$ cat config.mk
export PLATFORM = sky130hd
export DESIGN_NAME = dirm_ram
export DESIGN_NICKNAME = d
export VERILOG_FILES = /design/src/hw/rtl/dirm_ram.sv
export SDC_FILE = /design/constraint.sdc
export NUM_CORES = 1
export LEC_CHECK = 0
export BUFFER_PORTS_ARGS = -buffer_cell sky130_fd_sc_hd__buf_2
export CORE_UTILIZATION = 45
export CTS_BUF_LIST = sky130_fd_sc_hd__clkbuf_16
export CTS_CLUSTER_SIZE = 28
export DETAILED_ROUTE_END_ITERATION = 7
export GPL_TIMING_DRIVEN = 0
export SLEW_MARGIN = 30
export SYNTH_ARGS = -nofsm -noshare
export SYNTH_HDL_FRONTEND = slang
export SYNTH_SLANG_ARGS = --single-unit
$ cat constraint.sdc
create_clock -name i_clk -period 2.1 [get_ports i_clk]
set_clock_uncertainty 0.15 [all_clocks]
set_input_delay 0.21 -clock i_clk [delete_from_list [all_inputs] [get_ports i_clk]]
set_output_delay 0.21 -clock i_clk [all_outputs]
set_load 0.01 [all_outputs]
$ cat src/hw/rtl/dirm_ram.sv
`timescale 1ns / 1ps

module dirm_ram #(
    parameter int WIDTH = 8,
    parameter int DEPTH = 16
) (
    input  logic                     i_clk,
    input  logic                     i_we,
    input  logic [$clog2(DEPTH)-1:0] i_waddr,
    input  logic [WIDTH-1:0]         i_wdata,
    input  logic                     i_re,
    input  logic [$clog2(DEPTH)-1:0] i_raddr,
    output logic [WIDTH-1:0]         o_rdata
);

    logic [WIDTH-1:0] mem [DEPTH];

    always_ff @(posedge i_clk) begin
        if (i_we) begin
            mem[i_waddr] <= i_wdata;
        end
        if (i_re) begin
            o_rdata <= mem[i_raddr];
        end
    end

endmodule

==> impl_metrics.yaml <==
clocking:
  insertion_delay_ps: 410
  cts_buffers: 17
  cts_hold_buf: 0
  cts-resized-gates: 0
  htree_levels: 4
  root_buffer: "clkbuf_16"
  clockBufferDepth: 2
  clk_pin_slew_worst_paths_ps: 60
  tritoncts: "built"
  cts_sinks: 136
  post_cts_buffers: 0
detailed_routing:
  num_vias: 2404
  drt_iter0_drc: 99
  vias_per_cell: 5.66
  firstDrtPassIters: 4
  wl_per_cell_um: 23.2
  wl_um: 9870
  drt.antenna.violating_nets: 0
  top_layer: "met4"
  route.met2.wl_um: 4690
  drc: 0
  met3_length_um: 459
  wl_met1_um: 4630
global_routing:
  antenna_found_initial: 0
  globalRouteOverflowTotal: 0
  grt_max_degree: 17
  grt_pass1_wl_um: 14700
  first_global_vias: 2416
  grtUsageTotal_pct: 18.6
worst_setup_path:
  crit_fanout: 1
  endpoint_kind: "register"
  worstPathArrival_ps: 1750
  r2r_start: "mem[6][0]$_DFFE_PP_"
  start_kind: "register"
  required_ps: 2100
  startpoint: "mem[6][0]$_DFFE_PP_"
  critPathKind: "reg -> reg"
synthesis:
  synth_cells: 229
  synth_fa_ha_area_share_pct: 0
  yosys.area.top_type: "edfxtp_1"
  synth_warnings: 0
  synth_edf_count: 136
  synth_top_family_by_area: "multiplexers"
  synthSimpleGateAreaFrac_pct: 3.14
  synth_area_mm2: 0.00523
  synth.most_common_cell: "edfxtp_1"
  synth_area_leaders: "edfxtp_1 78%, mux4_2 7.8%, mux4_1 7.0%"
  synthArstFlopShare_pct: 0
  synth_top_area_share_pct: 78.1
  synth.distinct_cells: 18
  synth-compound-area-share_pct: 2.30
  syn_area_per_cell_um2: 22.8
  synthMuxAreaShare_pct: 14.8
  ys_top_cells_by_count: "136 x edfxtp_1, 18 x mux4_2, 16 x a22oi_1, 14 x mux4_1, 13 x nor2_1"
  synth_xor_area_share_pct: 0
  ys.flop_type: "edfxtp_1"
  synth-seq-cells: 136
  yosysSeqAreaShare_pct: 78.1
  syn_nets: 248
timing:
  slew_viol_final: 0
  tightest_slew_ps: 840
  hold_viol_final: 0
  setup_viol: 0
  rsz0062_at_grt: "false"
  layout_worst_path_cycle_share_pct: 83.6
  relSlewSlack_pct: 43.8
  timing.hold.ws_ps: 9.41
  fmax_mhz: 570
  finalSetupTns_ps: 0
  finalCriticalPeriod_ps: 1750
place:
  dp_hpwl_um: 5920
  port_buffers: 25
  routabilityCongestion: 0.674
die:
  die_w_um: 110
  die_y_um: 110
  dieArea_mm2: 0.0121
  io_pins: 27
  num_rows: 38
  initial_utilization_pct: 47.2
  coreArea_mm2: 0.0111
outcome:
  status: "finished clean"
worst_hold_path:
  min-delay-start: "i_re"
  holdCritPathClass: "in -> reg"
layout:
  diodes: 0
  areaGrowthSynthToFinish_pct: 17.0
  drive_gt1_share_pct: 29.5
  fin_nets: 292
power_and_ir_drop:
  peakVddDrop_uv: 458
  power_density_mw_per_mm2: 1020
  leakage_nw: 2.05
flow_run:
  maxCapViolCount: 0
[per-layer routing]
metal  GRT usage [%]  up-vias
met5               0        -
met4            6.29        0
met3            4.62       10
met2            27.0       61
met1            27.7     1268
li1                -     1065
[path summary, 6_finish.rpt]
check	end	slack, ps	cells past startpoint
worst max-delay path	o_rdata[0]$_DFFE_PP_	350	3
worst min-delay path	o_rdata[1]$_DFFE_PP_	9	1
worst max register to register	o_rdata[0]$_DFFE_PP_	350	3
worst min register to register	o_rdata[2]$_DFFE_PP_	600	3
[final cells by class]
cell class | instances | area, um2
Fill cell | 847 | 4960
Sequential cell | 136 | 4080
Multi-Input combinational cell | 83 | 1080
Clock buffer | 17 | 425
Tap cell | 140 | 175
Clock inverter | 14 | 144
Timing Repair Buffer | 25 | 125
Buffer | 10 | 86.3
[layout by cell type, fill, tap and decap left out]
| cell | Yosys | final |
|---|---|---|
| nor2b_1 | 1 | 1 |
| mux4_1 | 14 | 14 |
| clkinv_1 | 0 | 1 |
| clkbuf_16 | 0 | 17 |
| and2_1 | 1 | 1 |
| nand3b_1 | 2 | 2 |
| nand3_1 | 1 | 1 |
| mux4_2 | 18 | 18 |
| inv_1 | 0 | 4 |
| clkinvlp_4 | 0 | 2 |
| nand2b_1 | 2 | 2 |
| buf_2 | 3 | 28 |
| buf_4 | 1 | 1 |
| bufinv_16 | 0 | 3 |
| clkdlybuf4s25_2 | 3 | 3 |
| nor3_2 | 0 | 4 |
| and2b_1 | 1 | 1 |
| nor2_1 | 13 | 13 |
| clkinv_2 | 0 | 4 |
| nand2_1 | 9 | 9 |
| a22oi_1 | 16 | 16 |
| edfxtp_1 | 136 | 136 |
| buf_6 | 3 | 3 |
| or3b_2 | 1 | 1 |
[metrics by stage]
stage	total power [W]	utilization [%]	worst slack [ps]	cell area (um2)	std cells
final	0.00624	55.2	345	6120	425
after global routing	0.00640	55.2	284	6120	425
after CTS	0.00626	55.2	324	6120	425
after detailed placement	0.00342	50.1	12.0	5550	394
after global placement	0.00341	49.9	-316	5530	394
after floorplan	0.00329	-	247	5230	229
[where the power goes]
part | leakage (nW) | switching (W) | internal [W]
Combinational | 0.523 | 0.000175 | 0.000118
Sequential | 1.24 | 0.0000120 | 0.00306
Clock | 0.291 | 0.00105 | 0.00183
Total | 2.05 | 0.00123 | 0.00500
[kinds of logic (layout without fill, tap and decap cells)]
logic type | after synthesis | count (layout)
and+or+nand+nor | 35 | 35
buffers and inverters | 10 | 66
DFF | 136 | 136
AOI/OAI and AO/OA | 16 | 16
muxes | 32 | 32
[flip-flops by register name, indices dropped and copies added (netlist names)]
name     cells
mem        128
o_rdata      8
[critical path, cell delays in order (launching register included)]
cell and delay, ps:
edfxtp_1 370, mux4_1 560, a22oi_1 330, nand2_1 90
Note: power is estimated with default switching activity, not from simulation.
